--- src/hhr_pkg.sv ---
// Shared types and constants for the HSV/HSL to RGB565 unit.
// No dependencies; used by every module of the block.
package hhr_pkg;

  // Number of register stages in the datapath
  localparam int unsigned NumStages = 7;

  // Hue wrap point
  localparam logic [8:0] HueWrap = 9'd360;

  // x / 255 == (x * 0x8081) >> 23 for any 16-bit x
  localparam logic [15:0] Div255Mul = 16'h8081;
  // x / 60 == (x * 34953) >> 21 for any 15-bit x
  localparam logic [15:0] Div60Mul  = 16'd34953;

  // Channel limits before grid rounding
  localparam logic [8:0] RedBlueMax = 9'd248;
  localparam logic [8:0] GreenMax   = 9'd252;

  // 60-degree hue sectors, named by the hues at their ends
  typedef enum logic [2:0] {
    SecRedYel  = 3'd0,  // r = hi, g rises, b = lo
    SecYelGrn  = 3'd1,  // r falls, g = hi, b = lo
    SecGrnCyan = 3'd2,  // r = lo, g = hi, b rises
    SecCyanBlu = 3'd3,  // r = lo, g falls, b = hi
    SecBluMag  = 3'd4,  // r rises, g = lo, b = hi
    SecMagRed  = 3'd5   // r = hi, g = lo, b falls
  } sector_e;

  // Per-item hue information carried down the pipe
  typedef struct packed {
    sector_e    sector;
    logic [5:0] frac;    // interpolation weight, 0..60
  } hue_tag_t;

  // One load enable per register stage
  typedef logic [NumStages-1:0] stage_en_t;

endpackage

--- src/hsv_hsl_to_rgb565_unit.sv ---
// HSV/HSL to RGB565 converter, top level.
// Depends on hhr_pkg, hhr_pipe_ctrl, hhr_level_path and hhr_blend_path.
//
// Usage:
//   Input channel: valid_i with hue_i (0..359, 360..511 wraps once),
//   saturation_i and level_i; an item is taken when valid_i is high and
//   stall_o is low. Output channel: valid_o with red_o, green_o, blue_o and
//   pixel_565_o; an item leaves when valid_o is high and stall_i is low.
//   Config channel: cfg_valid_i / cfg_ready_o with cfg_data_i bit 0 as the
//   colour model (0 HSV, 1 HSL); cfg_ready_o is always high. Write it only
//   while the pipe is empty.
//   An item passes from acceptance to valid_o through the seven register
//   stages (product, numerators, divide-by-255 multiply, rounding, blend
//   numerator, divide-by-60 multiply, clamp and pack). Throughput is one
//   item per cycle while the receiver does not stall.
//   Reset empties the pipe and selects HSV. When the receiver stalls, the
//   output holds and earlier stages keep filling empty slots, so items are
//   still taken until the pipe is full; then stall_o rises.
module hsv_hsl_to_rgb565_unit (
  input  logic        clk_i,
  input  logic        rst_ni,
  // configuration
  input  logic        cfg_valid_i,
  output logic        cfg_ready_o,
  input  logic        cfg_data_i,
  // input items
  input  logic        valid_i,
  output logic        stall_o,
  input  logic [8:0]  hue_i,
  input  logic [7:0]  saturation_i,
  input  logic [7:0]  level_i,
  // result items
  output logic        valid_o,
  input  logic        stall_i,
  output logic [7:0]  red_o,
  output logic [7:0]  green_o,
  output logic [7:0]  blue_o,
  output logic [15:0] pixel_565_o
);

  // Colour model register
  logic model_q, model_d;

  assign cfg_ready_o = 1'b1;
  assign model_d     = (cfg_valid_i && cfg_ready_o) ? cfg_data_i : model_q;

  always_ff @(posedge clk_i or negedge rst_ni) begin
    if (!rst_ni) begin
      model_q <= 1'b0;
    end else begin
      model_q <= model_d;
    end
  end

  // Pipeline control
  hhr_pkg::stage_en_t en;

  hhr_pipe_ctrl u_ctrl (
    .clk_i   (clk_i),
    .rst_ni  (rst_ni),
    .valid_i (valid_i),
    .stall_o (stall_o),
    .valid_o (valid_o),
    .stall_i (stall_i),
    .en_o    (en)
  );

  // Max/min front end
  logic [8:0]        hi, lo;
  hhr_pkg::hue_tag_t tag;

  hhr_level_path u_level (
    .clk_i        (clk_i),
    .en_i         (en),
    .model_i      (model_q),
    .hue_i        (hue_i),
    .saturation_i (saturation_i),
    .level_i      (level_i),
    .hi_o         (hi),
    .lo_o         (lo),
    .tag_o        (tag)
  );

  // Interpolation back end
  hhr_blend_path u_blend (
    .clk_i       (clk_i),
    .en_i        (en),
    .hi_i        (hi),
    .lo_i        (lo),
    .tag_i       (tag),
    .red_o       (red_o),
    .green_o     (green_o),
    .blue_o      (blue_o),
    .pixel_565_o (pixel_565_o)
  );

endmodule

--- src/hhr_pipe_ctrl.sv ---
// Valid bits and per-stage load enables for the conversion pipeline.
// Depends on hhr_pkg.
module hhr_pipe_ctrl (
  input  logic              clk_i,
  input  logic              rst_ni,
  input  logic              valid_i,
  output logic              stall_o,
  output logic              valid_o,
  input  logic              stall_i,
  output hhr_pkg::stage_en_t en_o
);

  hhr_pkg::stage_en_t v_q, v_d;
  hhr_pkg::stage_en_t en;

  // A stage loads when it is empty or its content moves on; bubbles collapse
  always_comb begin
    en[hhr_pkg::NumStages-1] = !v_q[hhr_pkg::NumStages-1] || !stall_i;
    for (int k = hhr_pkg::NumStages - 2; k >= 0; k--) begin
      en[k] = !v_q[k] || en[k+1];
    end
  end

  // Valid bits follow the data
  always_comb begin
    v_d = v_q;
    if (en[0]) v_d[0] = valid_i;
    for (int k = 1; k < hhr_pkg::NumStages; k++) begin
      if (en[k]) v_d[k] = v_q[k-1];
    end
  end

  always_ff @(posedge clk_i or negedge rst_ni) begin
    if (!rst_ni) begin
      v_q <= '0;
    end else begin
      v_q <= v_d;
    end
  end

  assign en_o    = en;
  assign stall_o = !en[0];
  assign valid_o = v_q[hhr_pkg::NumStages-1];

endmodule

--- src/hhr_level_path.sv ---
// Stages 1 to 4: hue wrap and sector decode, channel max/min via divide by 255
// and rounding up to multiples of 4. Depends on hhr_pkg.
module hhr_level_path (
  input  logic               clk_i,
  input  hhr_pkg::stage_en_t en_i,
  input  logic               model_i,
  input  logic [8:0]         hue_i,
  input  logic [7:0]         saturation_i,
  input  logic [7:0]         level_i,
  output logic [8:0]         hi_o,
  output logic [8:0]         lo_o,
  output hhr_pkg::hue_tag_t  tag_o
);

  // ---- stage 1: hue wrap, level x saturation product
  logic [8:0]  hue_wrap;
  logic [7:0]  mult_sel;
  logic [15:0] s1_prod_q;
  logic [7:0]  s1_level_q;
  logic [8:0]  s1_hue_q;
  logic        s1_model_q;

  assign hue_wrap = (hue_i >= hhr_pkg::HueWrap) ? (hue_i - hhr_pkg::HueWrap) : hue_i;
  // HSL upper half spreads by (255 - l), otherwise by l
  assign mult_sel = (model_i && level_i[7]) ? (8'd255 - level_i) : level_i;

  always_ff @(posedge clk_i) begin
    if (en_i[0]) begin
      s1_prod_q  <= {8'd0, mult_sel} * {8'd0, saturation_i};
      s1_level_q <= level_i;
      s1_hue_q   <= hue_wrap;
      s1_model_q <= model_i;
    end
  end

  // ---- stage 2: numerators and sector decode
  logic [15:0]       lvl255;
  logic [15:0]       hi_num, lo_num;
  logic [8:0]        hue_diff;
  hhr_pkg::hue_tag_t tag2;
  logic [15:0]       s2_hi_num_q, s2_lo_num_q;
  hhr_pkg::hue_tag_t s2_tag_q;

  assign lvl255 = {s1_level_q, 8'd0} - {8'd0, s1_level_q};
  // HSV max is the level itself (l * 255 / 255)
  assign hi_num = lvl255 + (s1_model_q ? s1_prod_q : 16'd0);
  assign lo_num = lvl255 - s1_prod_q;

  // Sector edges belong to the lower sector
  always_comb begin
    if (s1_hue_q <= 9'd60) begin
      tag2.sector = hhr_pkg::SecRedYel;
      hue_diff    = s1_hue_q;
    end else if (s1_hue_q <= 9'd120) begin
      tag2.sector = hhr_pkg::SecYelGrn;
      hue_diff    = 9'd120 - s1_hue_q;
    end else if (s1_hue_q <= 9'd180) begin
      tag2.sector = hhr_pkg::SecGrnCyan;
      hue_diff    = s1_hue_q - 9'd120;
    end else if (s1_hue_q <= 9'd240) begin
      tag2.sector = hhr_pkg::SecCyanBlu;
      hue_diff    = 9'd240 - s1_hue_q;
    end else if (s1_hue_q <= 9'd300) begin
      tag2.sector = hhr_pkg::SecBluMag;
      hue_diff    = s1_hue_q - 9'd240;
    end else begin
      tag2.sector = hhr_pkg::SecMagRed;
      hue_diff    = 9'd360 - s1_hue_q;
    end
    tag2.frac = hue_diff[5:0];
  end

  always_ff @(posedge clk_i) begin
    if (en_i[1]) begin
      s2_hi_num_q <= hi_num;
      s2_lo_num_q <= lo_num;
      s2_tag_q    <= tag2;
    end
  end

  // ---- stage 3: reciprocal multiply for divide by 255
  logic [31:0]       s3_hi_prod_q, s3_lo_prod_q;
  hhr_pkg::hue_tag_t s3_tag_q;

  always_ff @(posedge clk_i) begin
    if (en_i[2]) begin
      s3_hi_prod_q <= {16'd0, s2_hi_num_q} * {16'd0, hhr_pkg::Div255Mul};
      s3_lo_prod_q <= {16'd0, s2_lo_num_q} * {16'd0, hhr_pkg::Div255Mul};
      s3_tag_q     <= s2_tag_q;
    end
  end

  // ---- stage 4: quotient, round up to multiple of 4 (may reach 256)
  logic [8:0]        hi_up, lo_up;
  logic [8:0]        s4_hi_q, s4_lo_q;
  hhr_pkg::hue_tag_t s4_tag_q;

  assign hi_up = {1'b0, s3_hi_prod_q[30:23]} + 9'd3;
  assign lo_up = {1'b0, s3_lo_prod_q[30:23]} + 9'd3;

  always_ff @(posedge clk_i) begin
    if (en_i[3]) begin
      s4_hi_q  <= {hi_up[8:2], 2'b00};
      s4_lo_q  <= {lo_up[8:2], 2'b00};
      s4_tag_q <= s3_tag_q;
    end
  end

  assign hi_o  = s4_hi_q;
  assign lo_o  = s4_lo_q;
  assign tag_o = s4_tag_q;

endmodule

--- src/hhr_blend_path.sv ---
// Stages 5 to 7: sector interpolation with divide by 60, clamping, grid
// rounding and 5-6-5 packing. Depends on hhr_pkg.
module hhr_blend_path (
  input  logic               clk_i,
  input  hhr_pkg::stage_en_t en_i,
  input  logic [8:0]         hi_i,
  input  logic [8:0]         lo_i,
  input  hhr_pkg::hue_tag_t  tag_i,
  output logic [7:0]         red_o,
  output logic [7:0]         green_o,
  output logic [7:0]         blue_o,
  output logic [15:0]        pixel_565_o
);

  // ---- stage 5: numerator frac * (hi - lo) + lo * 60 + 59
  logic [8:0]      diff;
  logic [14:0]     lo_x60;
  logic [14:0]     num;
  logic [14:0]     s5_num_q;
  logic [8:0]      s5_hi_q, s5_lo_q;
  hhr_pkg::sector_e s5_sec_q;

  assign diff   = hi_i - lo_i;
  assign lo_x60 = {lo_i, 6'd0} - {4'd0, lo_i, 2'd0};
  assign num    = {9'd0, tag_i.frac} * {6'd0, diff} + lo_x60 + 15'd59;

  always_ff @(posedge clk_i) begin
    if (en_i[4]) begin
      s5_num_q <= num;
      s5_hi_q  <= hi_i;
      s5_lo_q  <= lo_i;
      s5_sec_q <= tag_i.sector;
    end
  end

  // ---- stage 6: reciprocal multiply for divide by 60
  logic [30:0]      s6_prod_q;
  logic [8:0]       s6_hi_q, s6_lo_q;
  hhr_pkg::sector_e s6_sec_q;

  always_ff @(posedge clk_i) begin
    if (en_i[5]) begin
      s6_prod_q <= {16'd0, s5_num_q} * {15'd0, hhr_pkg::Div60Mul};
      s6_hi_q   <= s5_hi_q;
      s6_lo_q   <= s5_lo_q;
      s6_sec_q  <= s5_sec_q;
    end
  end

  // ---- stage 7: channel selection, clamp, round, pack
  function automatic logic [7:0] finish_ch(input logic [8:0] v, input logic [8:0] lim,
                                           input logic grid8);
    logic [8:0] up;
    begin
      if (v > lim) begin
        up = lim;
      end else if (grid8) begin
        up = v + 9'd7;
        up = {up[8:3], 3'b000};
      end else begin
        up = v + 9'd3;
        up = {up[8:2], 2'b00};
      end
      return up[7:0];
    end
  endfunction

  logic [8:0] mid;
  logic [8:0] r_raw, g_raw, b_raw;
  logic [7:0] r_fin, g_fin, b_fin;

  assign mid = s6_prod_q[29:21];

  always_comb begin
    unique case (s6_sec_q)
      hhr_pkg::SecRedYel:  begin r_raw = s6_hi_q; g_raw = mid;     b_raw = s6_lo_q; end
      hhr_pkg::SecYelGrn:  begin r_raw = mid;     g_raw = s6_hi_q; b_raw = s6_lo_q; end
      hhr_pkg::SecGrnCyan: begin r_raw = s6_lo_q; g_raw = s6_hi_q; b_raw = mid;     end
      hhr_pkg::SecCyanBlu: begin r_raw = s6_lo_q; g_raw = mid;     b_raw = s6_hi_q; end
      hhr_pkg::SecBluMag:  begin r_raw = mid;     g_raw = s6_lo_q; b_raw = s6_hi_q; end
      hhr_pkg::SecMagRed:  begin r_raw = s6_hi_q; g_raw = s6_lo_q; b_raw = mid;     end
      default:             begin r_raw = s6_hi_q; g_raw = s6_lo_q; b_raw = s6_lo_q; end
    endcase
  end

  assign r_fin = finish_ch(r_raw, hhr_pkg::RedBlueMax, 1'b1);
  assign g_fin = finish_ch(g_raw, hhr_pkg::GreenMax,   1'b0);
  assign b_fin = finish_ch(b_raw, hhr_pkg::RedBlueMax, 1'b1);

  logic [7:0]  red_q, green_q, blue_q;
  logic [15:0] pixel_q;

  always_ff @(posedge clk_i) begin
    if (en_i[6]) begin
      red_q   <= r_fin;
      green_q <= g_fin;
      blue_q  <= b_fin;
      pixel_q <= {r_fin[7:3], g_fin[7:2], b_fin[7:3]};
    end
  end

  assign red_o       = red_q;
  assign green_o     = green_q;
  assign blue_o      = blue_q;
  assign pixel_565_o = pixel_q;

endmodule

--- config.mk ---
export PLATFORM = sky130hd
export DESIGN_NAME = hsv_hsl_to_rgb565_unit
export DESIGN_NICKNAME = d
export VERILOG_FILES = /design/src/hhr_pkg.sv /design/src/hsv_hsl_to_rgb565_unit.sv /design/src/hhr_pipe_ctrl.sv /design/src/hhr_level_path.sv /design/src/hhr_blend_path.sv
export SDC_FILE = /design/constraint.sdc
export NUM_CORES = 1
export LEC_CHECK = 0
export BUFFER_PORTS_ARGS = -buffer_cell sky130_fd_sc_hd__buf_2
export CORE_ASPECT_RATIO = 1.1
export CORE_UTILIZATION = 64
export DETAILED_ROUTE_END_ITERATION = 7
export GPL_ROUTABILITY_DRIVEN = 0
export PLACE_DENSITY = 0.9
export SYNTH_ARGS = -nofsm -noshare
export SYNTH_HDL_FRONTEND = slang
export SYNTH_HIERARCHICAL = 1
export SYNTH_SLANG_ARGS = --single-unit
--- constraint.sdc ---
create_clock -name clk_i -period 6.9 [get_ports clk_i]
set_clock_uncertainty 0.05 [all_clocks]
set_input_delay 0 -clock clk_i [delete_from_list [all_inputs] [get_ports clk_i]]
set_output_delay 0 -clock clk_i [all_outputs]
set_load 0.05 [all_outputs]
======== Word-level counts from Yosys, hierarchy flattened ========
Cells that the tools add are included.
storage, ports and cells
  flip-flop bits (word level) ............. 296
  output and inout bits ................... 43
  logic and storage cells ................. 120
operators by class
  add/subtract/negate cells ............... 19
  multipliers ............................. 5
  order comparisons ....................... 9
  equal/unequal tests ..................... 5
  multiplexer cells ....................... 18
  reductions and logical operators ........ 26
operators by type and width
  operator                  count
  $mul A16 B16 Y31 const B  2
  $pmux W9 S2               3
  $mux W8                   4
  $mul A15 B16 Y30 const B  1
  $mux W6                   5
  $gt A9 B8 Y1 const B      3
  $add A8 B2 Y9 const B     2
  $le A9 B8 Y1 const B      2
  $sub A6 B6 Y6 const A     3
  $add A16 B16 Y16          1
  $add A8 B3 Y8 const B     2
  $mul A8 B8 Y16            1
  $mux W16                  1
  $sub A16 B16 Y16          1
  $sub A16 B8 Y16           1
  $add A15 B15 Y15          1
  $add A15 B6 Y15 const B   1
  $mul A6 B9 Y15            1
  $sub A15 B11 Y15          1
  $reduce_or A2 Y1          7
  $sub A6 B6 Y6 const B     2
  $ge A9 B9 Y1 const B      1
  $le A9 B6 Y1 const B      1
  $le A9 B7 Y1 const B      1
  16 further kinds          34

======== Logic depth before layout (Yosys ltp) ========
Gate-level depths: netlist (run 1).
  word-level depth ........................ 9
  mapped depth ............................ 26
  mapped depth without buffers ............ 24

======== Cells and area by module ========
The synthesis (run 1) kept the hierarchy.
by module, submodules not included
  module                  times used  cells each  area an instance (um2)  sequential area each (um2)
  hhr_level_path          1           959         10580.1                 3693.5
  hhr_blend_path          1           820         8479.4                  2462.4
  hhr_pipe_ctrl           1           26          297.8                   175.2
  hsv_hsl_to_rgb565_unit  1           4           51.3                    25.0

======== Worst setup path after synthesis (run 1) ========
Ideal clock, no wire load.
  path type ............................... register to register
  start ................................... reg u_level.s4_lo_q[2] (netlist: u_level/lo_o[2])
  end ..................................... reg u_blend.s5_num_q[13], data pin
  library setup time ...................... 0.266 ns
  arrival time ............................ 5.194 ns
  data required time ...................... 6.584 ns
  slack ................................... 1.390 ns
  stages on the path, launching flop included .. 24
  buffers on the path ..................... 0
  cell sequence ........................... edfxtp_1 > inv_1 > ha_1 > nor2b_1 > o21ai_1 > a21boi_1 > o21ai_1 > nand2_1 > xor2_1 > nand2_1 > fa_1 > inv_1 > fa_1 > fa_1 > inv_1 > fa_1 > inv_1 > ha_1 > or2_2 > o31a_1 > o41ai_1 > o21ai_1 > o41ai_1 > xnor2_1
between the ends
  word-level cells in the longest chain between the ends .. 4
  elaborated cells between the ends (all ways) .. 5
  classes of those cells .................. add/sub: 4; mul: 1
RTL lines
  element                 line                   RTL
  from (decl)             hhr_level_path.sv:95   logic [8:0] s4_hi_q, s4_lo_q;
  from (signal assigned)  hhr_level_path.sv:104  s4_lo_q <= {lo_up[8:2], 2'b00};
  $sub A9 B9 Y9           hhr_blend_path.sv:23   assign diff = hi_i - lo_i;
  $mul A6 B9 Y15          hhr_blend_path.sv:25   assign num = {9'd0, tag_i.frac} * {6'd0, diff} + lo_x60 + 15'd59;
  $add A15 B15 Y15 *      hhr_blend_path.sv:25
  $add A15 B6 Y15 *       hhr_blend_path.sv:25
  net u_blend.num[13]     hhr_blend_path.sv:18   logic [14:0] num;
  to (signal assigned)    hhr_blend_path.sv:29   s5_num_q <= num;
  to (decl)               hhr_blend_path.sv:19   logic [14:0] s5_num_q;
Mark *: on every way through the listed nets, which the timed path passes. The rest lies on a longest branch.
A chain may end at the register's enable or synchronous reset.

======== Final worst setup path (run 1) ========
  start ................................... reg u_level.s4_lo_q[2] (netlist: u_level/lo_o[2])
  end ..................................... reg u_blend.s5_num_q[14], data pin
Same word-level chain as after synthesis.

==> load_flow_metrics.sql, run 1 <==
INSERT INTO impl_metrics (metric_group, metric, value, unit) VALUES
('synthesis', 'synth-main-ff-cell', 'edfxtp_1', ''),
('cts', 'clkTransAtPathRegs', '0.06', 'ns'),
('sta', 'report.final.slew_viol_count', '0', ''),
('place', 'io_buffers', '64', ''),
('final_layout', 'areaGrowthSynthToFinish', '8.25', '%'),
('detailed_routing', 'detail_route.wl_per_cell', '17.9', 'µm'),
('setup_path', 'crit_path_max_fo', '6', ''),
('global_route', 'grt_first_pass_wirelength', '66800', 'µm'),
('detailed_routing', 'drc', '0', ''),
('detailed_routing', 'vias', '13825', ''),
('cts', 'clock_insertion_delay_worst_skew', '0.52', 'ns'),
('synthesis', 'syn_area_per_cell', '10.7', 'µm²'),
('sta', 'timing.max_slew.rel_slack', '24.0', '%'),
('floorplan', 'core_area', '29700', 'µm²'),
('synthesis', 'post_synth_xor_area_fraction', '5.19', '%'),
('final_layout', 'drive_above_1_share', '7.54', '%'),
('final_layout', 'final_cell_area', '21000', 'µm²'),
('floorplan', 'fp.dieH', '185', 'µm'),
('setup_path', 'worst-endpoint-required', '7.12', 'ns'),
('detailed_routing', 'detail_route.vias_per_cell', '6.05', ''),
('setup_path', 'worst_setup_path_start_kind', 'flop', ''),
('setup_path', 'timing.setup.critical_path_class', 'flop to flop', ''),
('sta', 'period_minus_slack', '6.18', 'ns'),
('detailed_routing', 'wl', '40900', 'µm'),
('status', 'status', 'finished clean', ''),
('synthesis', 'synth-seq-area-share', '32.7', '%'),
('floorplan', 'placement_rows', '66', ''),
('sta', 'setup_tns', '0', 'ns'),
('final_layout', 'fill_cells', '1886', ''),
('cts', 'cts-htree-levels', '1', ''),
('cts', 'clkSinkCount', '213', ''),
('cts', 'post_cts.repair.setup_buffers', '0', ''),
('final_layout', 'mostFrequentLayoutCells', 'ha_1 (322), inv_1 (223), edfxtp_1 (205), fa_1 (108), nand2_1 (96)', ''),
('place', 'dp_hpwl', '31400', 'µm'),
('final_layout', 'area.sequential', '6360', 'µm²'),
('synthesis', 'synth_area', '19400', 'µm²'),
('synthesis', 'synth_async_sr_flop_share', '3.76', '%'),
('synthesis', 'yosysUniqueCellTypes', '97', ''),
('final_layout', 'layout.cells.most_common', 'ha_1', ''),
('detailed_routing', 'final_antenna_net_count', '0', ''),
('floorplan', 'start_util', '65.3', '%'),
('setup_path', 'crit_path_end_kind', 'flop', ''),
('final_layout', 'multi_input_comb_area', '11900', 'µm²'),
('sta', 'final_min_period_over_clock_period', '89.6', '%'),
('synthesis', 'mux_cell_area_share_after_synthesis', '1.13', '%'),
('synthesis', 'synth_top_family_by_area', 'adder cells', ''),
('cts', 'clockRootBuffer', 'clkbuf_16', ''),
('place', 'dpl_cell_area', '20000', 'µm²'),
('setup_path', 'data_arrival_time_of_the_worst_path', '6.40', 'ns'),
('worst_hold_path', 'hold_path_class', 'input port to flop', ''),
('sta', 'fin_hold_ws', '0.0253', 'ns'),
('synthesis', 'synth-compound-area-share', '10.2', '%'),
('floorplan', 'io_count', '74', ''),
('global_route', 'vias_in_the_first_global_route', '14389', ''),
('floorplan', 'die_w', '168', 'µm'),
('sta', 'max_slew.worst_pin.slew', '1.14', 'ns'),
('synthesis', 'synthSimpleGateAreaFrac', '12.7', '%'),
('synthesis', 'yosys_register_bits', '213', ''),
('cts', 'clockBufferDepth', '3', ''),
('global_route', 'globalRouteOverflowTotal', '0', ''),
('global_route', 'grt_antenna_before_repair', '0', ''),
('global_route', 'global_route.usage.total', '26.8', '%'),
('sta', 'final-hold-violation-count', '0', ''),
('synthesis', 'ys.warnings.count', '6', ''),
('final_layout', 'finish.net_count', '2353', ''),
('sta', 'rsz0062_at_grt', 'no', ''),
('detailed_routing', 'initialDrtViolationCount', '1089', ''),
('synthesis', 'syn_inst', '1809', ''),
('cts', 'clock_tree_from_tritoncts', 'done', ''),
('sta', 'setup_violations', '0', ''),
('detailed_routing', 'drt-pass1-iter-count', '6', ''),
('floorplan', 'total_die_area', '31000', 'µm²'),
('flow_run', 'cap_viol_max_count', '0', ''),
('synthesis', 'synth_enable_flop_cells', '205', ''),
('global_route', 'grt_max_degree', '48', ''),
('cts', 'tritoncts.num_buffers', '23', ''),
('synthesis', 'synth_adder_area_share', '31.9', '%'),
('sta', 'fmaxAchievable', '162', 'MHz');
critical path, stage by stage (launching register included):
cell and delay, ns:
edfxtp_1 0.52, inv_1 0.11, ha_1 0.34, nor2b_1 0.15
o21ai_1 0.18, a21boi_1 0.12, o21ai_1 0.17, nand2_1 0.10
xor2_1 0.37, nand2_1 0.12, fa_1 0.50, inv_1 0.05
fa_1 0.46, fa_1 0.55, inv_1 0.06, fa_1 0.52
inv_1 0.04, ha_1 0.33, or2_2 0.34, a21oi_1 0.27
o311ai_1 0.20, nor3_1 0.18, a21oi_1 0.07, xnor2_1 0.12
repair_timing:
action | 4_1_cts | 5_1_grt
endpoints found under the hold margin | 28 | 0
resized for setup | 0 | 0
hold buffers | 27 | 0
synth_stat cells, drive strengths merged, types with 5 or more instances:
cell / instances / area share, %
a211oi: 5 / 0.19
a21boi: 5 / 0.19
a21o: 21 / 0.81
a21oi: 75 / 2.0
a221oi: 5 / 0.26
a22oi: 5 / 0.22
a31oi: 20 / 0.68
and2: 58 / 1.9
and3: 15 / 0.48
and4: 7 / 0.32
buf: 42 / 1.5
clkbuf: 7 / 0.14
dfrtp: 8 / 1.0
edfxtp: 205 / 32
fa: 108 / 11
ha: 322 / 21
inv: 227 / 4.4
mux2: 5 / 0.31
mux2i: 16 / 0.83
nand2: 96 / 1.9
nand2b: 36 / 1.2
nand3: 27 / 0.70
nand4: 11 / 0.35
nor2: 74 / 1.5
nor2b: 58 / 1.9
nor3: 26 / 0.72
nor3b: 12 / 0.49
nor4: 5 / 0.16
o211ai: 8 / 0.31
o21a: 7 / 0.27
o21ai: 71 / 1.9
o21bai: 10 / 0.39
o22ai: 10 / 0.32
o31a: 5 / 0.23
o31ai: 11 / 0.45
or2: 12 / 0.39
or3: 5 / 0.19
xnor2: 77 / 3.5
xor2: 35 / 1.7
stage by stage:
step / std cells / setup WS [ns] / util, %
floorplan: 1819 / 1.39 / -
global placement: 2214 / 1.06 / 67.1
detailed placement: 2214 / 0.865 / 67.1
CTS: 2283 / 0.798 / 70.7
global route: 2283 / 0.439 / 70.7
finish: 2284 / 0.717 / 70.7
final cells by class:
| class | instances | area share, % |
|---|---|---|
| sequential | 213 | 30.3 |
| clock inverter | 17 | 0.923 |
| antenna | 1 | 0.0119 |
| timing repair buffer | 97 | 3.03 |
| clock buffer | 25 | 2.78 |
| tap | 374 | 2.23 |
| inverter | 227 | 4.07 |
| multi-input combinational | 1330 | 56.7 |
registers in the layout (all words and copies together), names as in the netlist, 8 cells and up:
register,count
u_level/tag_o,9
u_blend/s5_hi_q,9
u_blend/s5_num_q,15
u_level/s1_hue_q,9
u_level/s2_hi_num_q,16
u_blend/s5_lo_q,9
u_blend/s6_prod_q,9
u_level/s1_prod_q,16
u_blend/s6_hi_q,9
u_level/s3_hi_prod_q,8
u_blend/s6_lo_q,9
u_blend/pixel_565_o,15
u_level/s3_tag_q,9
u_level/s3_lo_prod_q,8
u_level/s1_level_q,8
u_level/s2_lo_num_q,16
u_level/s2_tag_q,9
path summary, 6_finish.rpt:
kind	start	endpoint	slack [ns]	cells past startpoint
setup / recovery	u_level/lo_o[2]$_DFFE_PP_	u_blend/s5_num_q[14]$_DFFE_PP_	0.72	23
setup reg to reg	u_level/lo_o[2]$_DFFE_PP_	u_blend/s5_num_q[14]$_DFFE_PP_	0.72	23
hold / removal	saturation_i[1]	u_level/s1_prod_q[1]$_DFFE_PP_	0.03	3
hold reg to reg	u_level/s2_tag_q[6]$_SDFFCE_PP0P_	u_level/s3_tag_q[6]$_DFFE_PP_	0.36	0
max in group asynchronous	rst_ni	model_q$_DFFE_PN0P_	6.00	3
min in group asynchronous	rst_ni	u_ctrl/v_q[6]$_DFFE_PN0P_	0.49	3
logic make-up after synthesis:
kind of cell,after synthesis
AOI/OAI and AO/OA,299
xor gates and xnor gates,112
buffers and inverters,276
and+or+nand+nor,455
other,3
muxes,21
adders and majority gates,430
DFF,213
metal layers:
layer  wire [µm]  up-vias  GRT usage [%]
met3        1820      172           3.11
met5           0        -              0
met4        2190        0           14.2
met1       14600     6633           27.6
li1            -     6493              -
met2       22300      527           52.8
Power of run 1 is left out: the tool's default activity adds up to more than one toggle a clock period on the data nets, which glitch-free logic cannot reach.
==> inputs of run 2 (changes only) <==
CORE_MARGIN = 1.5   (was unset)
==> run 2 against run 1 <==
Effect of this change:
- critical path depth unchanged
- clock-buffer cell count rose by 2
- register-to-register slack got worse by 0.04 ns
- flip-flop and latch count unchanged
- design area shrank 0.21%
- core utilization shrank 0.15 points
- largest cell class unchanged
- highest routed layer unchanged
- global-route usage is 0.16 points higher
==> load_flow_metrics.sql, run 2 (synthesis results as in run 1) <==
INSERT INTO impl_metrics (metric_group, metric, value, unit) VALUES
('flow_run', 'cap_viol_max_count', '0', ''),
('final_layout', 'layout_top_registers', 'u_level/s1_prod_q (16), u_level/s2_hi_num_q (16), u_level/s2_lo_num_q (16)', ''),
('floorplan', 'fp.dieH', '186', 'µm'),
('detailed_routing', 'final_antenna_net_count', '0', ''),
('floorplan', 'die_w', '169', 'µm'),
('floorplan', 'io_count', '74', ''),
('setup_path', 'timing.setup.critical_path_class', 'flop to flop', ''),
('global_route', 'grt_first_pass_wirelength', '68000', 'µm'),
('final_layout', 'layout.cells.most_common', 'ha_1', ''),
('global_route', 'groute.layer.met1.usage', '26.7', '%'),
('detailed_routing', 'detail_route.wl_per_cell', '18.2', 'µm'),
('sta', 'timing.max_slew.rel_slack', '21.5', '%'),
('floorplan', 'start_util', '65.3', '%'),
('final_layout', 'finish.net_count', '2353', ''),
('cts', 'clkSinkCount', '213', ''),
('setup_path', 'crit_path_end_kind', 'flop', ''),
('sta', 'final_min_period_over_clock_period', '90.2', '%'),
('cts', 'clock_insertion_delay_worst_skew', '0.52', 'ns'),
('setup_path', 'timing.reg2reg.worst_path_depth', '23', ''),
('sta', 'rsz0062_at_grt', 'no', ''),
('final_layout', 'drive_above_1_share', '7.60', '%'),
('cts', 'clockBufferDepth', '3', ''),
('place', 'dp_hpwl', '31800', 'µm'),
('setup_path', 'worst_setup_path_start_kind', 'flop', ''),
('cts', 'post_cts_resized', '0', ''),
('floorplan', 'total_die_area', '31400', 'µm²'),
('setup_path', 'setup.worst_path.start', 'u_level/lo_o[2]$_DFFE_PP_', ''),
('setup_path', 'crit_path_max_fo', '6', ''),
('setup_path', 'rr_startpoint', 'u_level/lo_o[2]$_DFFE_PP_', ''),
('setup_path', 'worst-endpoint-required', '7.11', 'ns'),
('sta', 'period_minus_slack', '6.22', 'ns'),
('sta', 'setup_ws', '0.677', 'ns'),
('global_route', 'grt_antenna_before_repair', '0', ''),
('detailed_routing', 'drt-pass1-iter-count', '5', ''),
('cts', 'tritoncts.num_buffers', '23', ''),
('sta', 'setup_violations', '0', ''),
('setup_path', 'cp-endpoint', 'u_blend/s5_num_q[13]$_DFFE_PP_', ''),
('cts', 'cts-htree-levels', '1', ''),
('detailed_routing', 'detail_route.vias_per_cell', '6.11', ''),
('cts', 'clock_tree_from_tritoncts', 'done', ''),
('final_layout', 'mostFrequentLayoutCells', 'ha_1 (322), inv_1 (223), edfxtp_1 (205), fa_1 (108), nand2_1 (96)', ''),
('cts', 'clockRootBuffer', 'clkbuf_16', ''),
('setup_path', 'rr_endpoint', 'u_blend/s5_num_q[13]$_DFFE_PP_', ''),
('global_route', 'globalRouteOverflowTotal', '0', ''),
('cts', 'clkTransAtPathRegs', '0.06', 'ns'),
('detailed_routing', 'vias', '13960', ''),
('final_layout', 'finish.utilization', '70.5', '%'),
('sta', 'final-hold-violation-count', '0', ''),
('sta', 'max_slew.worst_pin.slew', '1.18', 'ns'),
('setup_path', 'r2r_setup_slack', '0.68', 'ns'),
('final_layout', 'insertedDiodeCount', '0', ''),
('global_route', 'grt_max_degree', '48', ''),
('place', 'io_buffers', '64', ''),
('global_route', 'globalRouteMet3Util', '3.70', '%'),
('final_layout', 'final_cell_area', '21000', 'µm²'),
('sta', 'report.final.slew_viol_count', '0', ''),
('detailed_routing', 'wl', '41600', 'µm'),
('floorplan', 'core_area', '29700', 'µm²'),
('global_route', 'met2_resource_use_gr', '54.3', '%'),
('worst_hold_path', 'hold_path_class', 'input port to flop', ''),
('detailed_routing', 'initialDrtViolationCount', '967', ''),
('place', 'placement.setup.worst_slack', '0.806', 'ns'),
('detailed_routing', 'drc', '0', ''),
('floorplan', 'placement_rows', '66', ''),
('status', 'status', 'finished clean', ''),
('place', 'dpl_cell_area', '20000', 'µm²'),
('sta', 'setup_tns', '0', 'ns'),
('global_route', 'vias_in_the_first_global_route', '14557', ''),
('global_route', 'grt_busiest_layer', 'met2', ''),
('setup_path', 'data_arrival_time_of_the_worst_path', '6.43', 'ns'),
('final_layout', 'areaGrowthSynthToFinish', '8.02', '%'),
('sta', 'fmaxAchievable', '161', 'MHz'),
('global_route', 'global_route.usage.total', '27.0', '%');
[run 2: worst min path at each step]
stage                  from                        end  slack, ns  depth (start not counted)
global placement     rst_ni  u_ctrl/v_q[6]$_DFFE_PN0P_      -0.19                          1
CTS                 stall_i  u_ctrl/v_q[3]$_DFFE_PN0P_       0.03                          3
global route        stall_i  u_ctrl/v_q[3]$_DFFE_PN0P_       0.06                          3
finish              stall_i  u_ctrl/v_q[3]$_DFFE_PN0P_       0.04                          3
detailed placement   rst_ni  u_ctrl/v_q[4]$_DFFE_PN0P_      -0.19                          1
floorplan            rst_ni        model_q$_DFFE_PN0P_      -0.35                          0
[run 2: layout make-up]
type                            instances  area, µm²
Clock buffer                           27        591
Inverter                              227        855
Multi-Input combinational cell       1330      11900
Sequential cell                       213       6360
Clock inverter                         15        144
Timing Repair Buffer                   97        636
Tap cell                              374        468
Fill cell                            1973       8760
[run 2: through the flow]
step	std cells	hold WS (ns)
3_5_place_dp	2214	-0.186
5_1_grt	2283	0.0635
6_report	2283	0.0432
4_1_cts	2283	0.0278
2_1_floorplan	1819	-0.346
3_3_place_gp	2214	-0.190
[run 2: layer usage]
layer	wire length [µm]	part of all wire, %
met1	14700	35
met2	22700	55
met3	1870	4.5
met4	2270	5.5
met5	0	0
[run 2: repair_timing]
item,CTS,global route
hold buffers,27,0
hold endpoints to repair,29,0
setup buffers,0,0
[run 2: worst max-delay path, stage by stage (launching register included)]
cell and delay [ns]:
edfxtp_1 0.53, inv_1 0.09, ha_1 0.33, nor2b_1 0.21, o21ai_1 0.12, a21boi_1 0.23
o21ai_1 0.11, nand2_1 0.09, xor2_1 0.38, nand2_1 0.13, fa_1 0.50, inv_1 0.05
fa_1 0.47, fa_1 0.55, inv_1 0.06, fa_1 0.52, inv_1 0.04, ha_1 0.32
or2_2 0.33, o31a_1 0.11, o41ai_1 0.09, o21ai_1 0.19, o41ai_1 0.33, xnor2_1 0.12
Power of run 2 is left out for the same reason.
==> inputs of run 3 (changes only) <==
PLACE_DENSITY = 0.83   (was 0.9)
==> run 3 against run 2 <==
Effect of this change:
- maximum frequency rose by 0.88%
- worst setup slack improved by 0.054 ns
- clock-buffer cell count rose by 6
- core utilization rose by 0.084 points
- via count fell by 3.6%
- global-route usage fell by 2.3 points
- flip-flop and latch count did not move
- wire length fell by 8.7%
- critical path depth did not move
- first-iteration DRC count fell by 23%
- cell count rose by 0.18%
- largest cell class unchanged
==> load_flow_metrics.sql, run 3 (synthesis results as in run 1) <==
INSERT INTO impl_metrics (metric_group, metric, value, unit) VALUES
('global_route', 'global_route.usage.total', '24.7', '%'),
('sta', 'setup_tns', '0', 'ns'),
('sta', 'setup_violations', '0', ''),
('setup_path', 'worst-endpoint-required', '7.11', 'ns'),
('final_layout', 'layout.cells.most_common', 'ha_1', ''),
('floorplan', 'total_die_area', '31400', 'µm²'),
('cts', 'clock_tree_from_tritoncts', 'done', ''),
('final_layout', 'multi_input_comb_area', '11900', 'µm²'),
('cts', 'clkTransAtPathRegs', '0.06', 'ns'),
('cts', 'clockBufferDepth', '3', ''),
('final_layout', 'mostFrequentLayoutCells', 'ha_1 (322), inv_1 (223), edfxtp_1 (205), fa_1 (108), nand2_1 (96)', ''),
('global_route', 'grt_first_pass_wirelength', '62800', 'µm'),
('cts', 'clkSinkCount', '213', ''),
('floorplan', 'fp.dieH', '186', 'µm'),
('sta', 'report.final.slew_viol_count', '0', ''),
('detailed_routing', 'initialDrtViolationCount', '749', ''),
('cts', 'post_cts_resized', '0', ''),
('global_route', 'grt_antenna_before_repair', '0', ''),
('detailed_routing', 'drt-pass1-iter-count', '5', ''),
('final_layout', 'drive_above_1_share', '7.48', '%'),
('setup_path', 'timing.setup.critical_path_class', 'flop to flop', ''),
('sta', 'period_minus_slack', '6.17', 'ns'),
('detailed_routing', 'vias', '13452', ''),
('place', 'io_buffers', '64', ''),
('detailed_routing', 'detail_route.vias_per_cell', '5.88', ''),
('floorplan', 'die_w', '169', 'µm'),
('detailed_routing', 'drc', '0', ''),
('final_layout', 'layoutNonFillerInstCount', '2287', ''),
('detailed_routing', 'wl', '38000', 'µm'),
('flow_run', 'cap_viol_max_count', '0', ''),
('sta', 'timing.max_slew.rel_slack', '37.1', '%'),
('final_layout', 'area.sequential', '6360', 'µm²'),
('detailed_routing', 'detail_route.wl_per_cell', '16.6', 'µm'),
('setup_path', 'cp_slowest_stage_delay', '0.55', 'ns'),
('floorplan', 'start_util', '65.3', '%'),
('place', 'dp.cells', '2215', ''),
('sta', 'rsz0062_at_grt', 'no', ''),
('worst_hold_path', 'hold_path_class', 'input port to flop', ''),
('floorplan', 'io_count', '74', ''),
('final_layout', 'layout_top_registers', 'u_level/s1_prod_q (16), u_level/s2_hi_num_q (16), u_level/s2_lo_num_q (16)', ''),
('final_layout', 'finish.net_count', '2357', ''),
('cts', 'cts-htree-levels', '1', ''),
('floorplan', 'placement_rows', '66', ''),
('cts', 'clockRootBuffer', 'clkbuf_16', ''),
('place', 'dp_hpwl', '30500', 'µm'),
('final_layout', 'areaGrowthSynthToFinish', '8.15', '%'),
('setup_path', 'crit_path_end_kind', 'flop', ''),
('status', 'status', 'finished clean', ''),
('sta', 'final_min_period_over_clock_period', '89.4', '%'),
('final_layout', 'fill_cells', '2078', ''),
('setup_path', 'worst_setup_path_start_kind', 'flop', ''),
('sta', 'max_slew.worst_pin.slew', '0.942', 'ns'),
('final_layout', 'insertedDiodeCount', '0', ''),
('sta', 'final-hold-violation-count', '0', ''),
('floorplan', 'core_area', '29700', 'µm²'),
('setup_path', 'data_arrival_time_of_the_worst_path', '6.38', 'ns'),
('global_route', 'vias_in_the_first_global_route', '13750', ''),
('sta', 'fmaxAchievable', '162', 'MHz'),
('setup_path', 'crit_path_max_fo', '6', ''),
('global_route', 'grt_max_degree', '48', ''),
('cts', 'clock_insertion_delay_worst_skew', '0.52', 'ns'),
('detailed_routing', 'final_antenna_net_count', '0', ''),
('global_route', 'globalRouteOverflowTotal', '0', ''),
('setup_path', 'critical-path-slowest-cell', 'fa_1', ''),
('setup_path', 'crit_path_cell_trace', 'inv_1, ha_1, nor2b_1, o21ai_1, a21boi_1, o21ai_1, nand2_1, xor2_1, nand2_1, fa_1, inv_1, fa_1, fa_1, inv_1, fa_1, inv_1, ha_1, or2_2, o31a_1, o41ai_1, o21ai_1, o41ai_1, xnor2_1', ''),
('cts', 'post_cts.repair.setup_buffers', '0', ''),
('cts', 'tritoncts.num_buffers', '23', '');
## run 3: path summary, 6_finish.rpt
path,start,to,slack [ns],cells after the start
worst min-delay path,saturation_i[2],u_level/s1_prod_q[2]$_DFFE_PP_,0.12,4
worst min register to register,u_level/s3_tag_q[8]$_DFFE_PP_,u_level/tag_o[8]$_DFFE_PP_,0.37,0
min in group asynchronous,rst_ni,u_ctrl/v_q[6]$_DFFE_PN0P_,0.44,3
worst max-delay path,u_level/lo_o[2]$_DFFE_PP_,u_blend/s5_num_q[13]$_DFFE_PP_,0.73,23
worst max register to register,u_level/lo_o[2]$_DFFE_PP_,u_blend/s5_num_q[13]$_DFFE_PP_,0.73,23
max in group asynchronous,rst_ni,u_ctrl/v_q[0]$_DFFE_PN0P_,6.02,3
## run 3: metal layers
| layer | up-vias | share of wire [%] | global-route usage, % |
|---|---|---|---|
| met5 | - | 0 | 0 |
| met2 | 377 | 54 | 48.2 |
| met3 | 103 | 3.6 | 2.53 |
| met1 | 6462 | 39 | 27.0 |
| li1 | 6510 | - | - |
| met4 | 0 | 4.1 | 10.6 |
## run 3: area by class of cell
cell class	count	share of cell area [%]
Multi-Input combinational cell	1330	56.8
Sequential cell	213	30.3
Inverter	227	4.07
Timing Repair Buffer	101	3.21
Clock buffer	33	3.02
Tap cell	374	2.23
Clock inverter	9	0.423
## run 3: per-stage QoR
step / hold WS, ns / setup slack [ns] / instance area (µm²) / util [%]
after floorplan: -0.346 / 1.39 / 19400 / -
after global placement: -0.174 / 1.03 / 20000 / 67.2
after detailed placement: -0.170 / 0.839 / 20000 / 67.2
after CTS: 0.110 / 0.794 / 21000 / 70.6
after global routing: 0.145 / 0.356 / 21000 / 70.6
final: 0.115 / 0.731 / 21000 / 70.6
## run 3: worst max-delay path: cells and delay by family, from the launching register on
kind	cells	cell delay, ns
flops	1	0.53
xor+xnor	2	0.49
compound gates	7	1.23
buf+inv	4	0.22
simple gates	4	0.70
fa+ha+maj	6	2.68
## run 3: timing repair
action | in CTS | in global routing
hold buffers | 30 | 0
setup endpoints to repair | 0 | 0
endpoints found under the hold margin | 30 | 0
Power of run 3 is left out for the same reason.
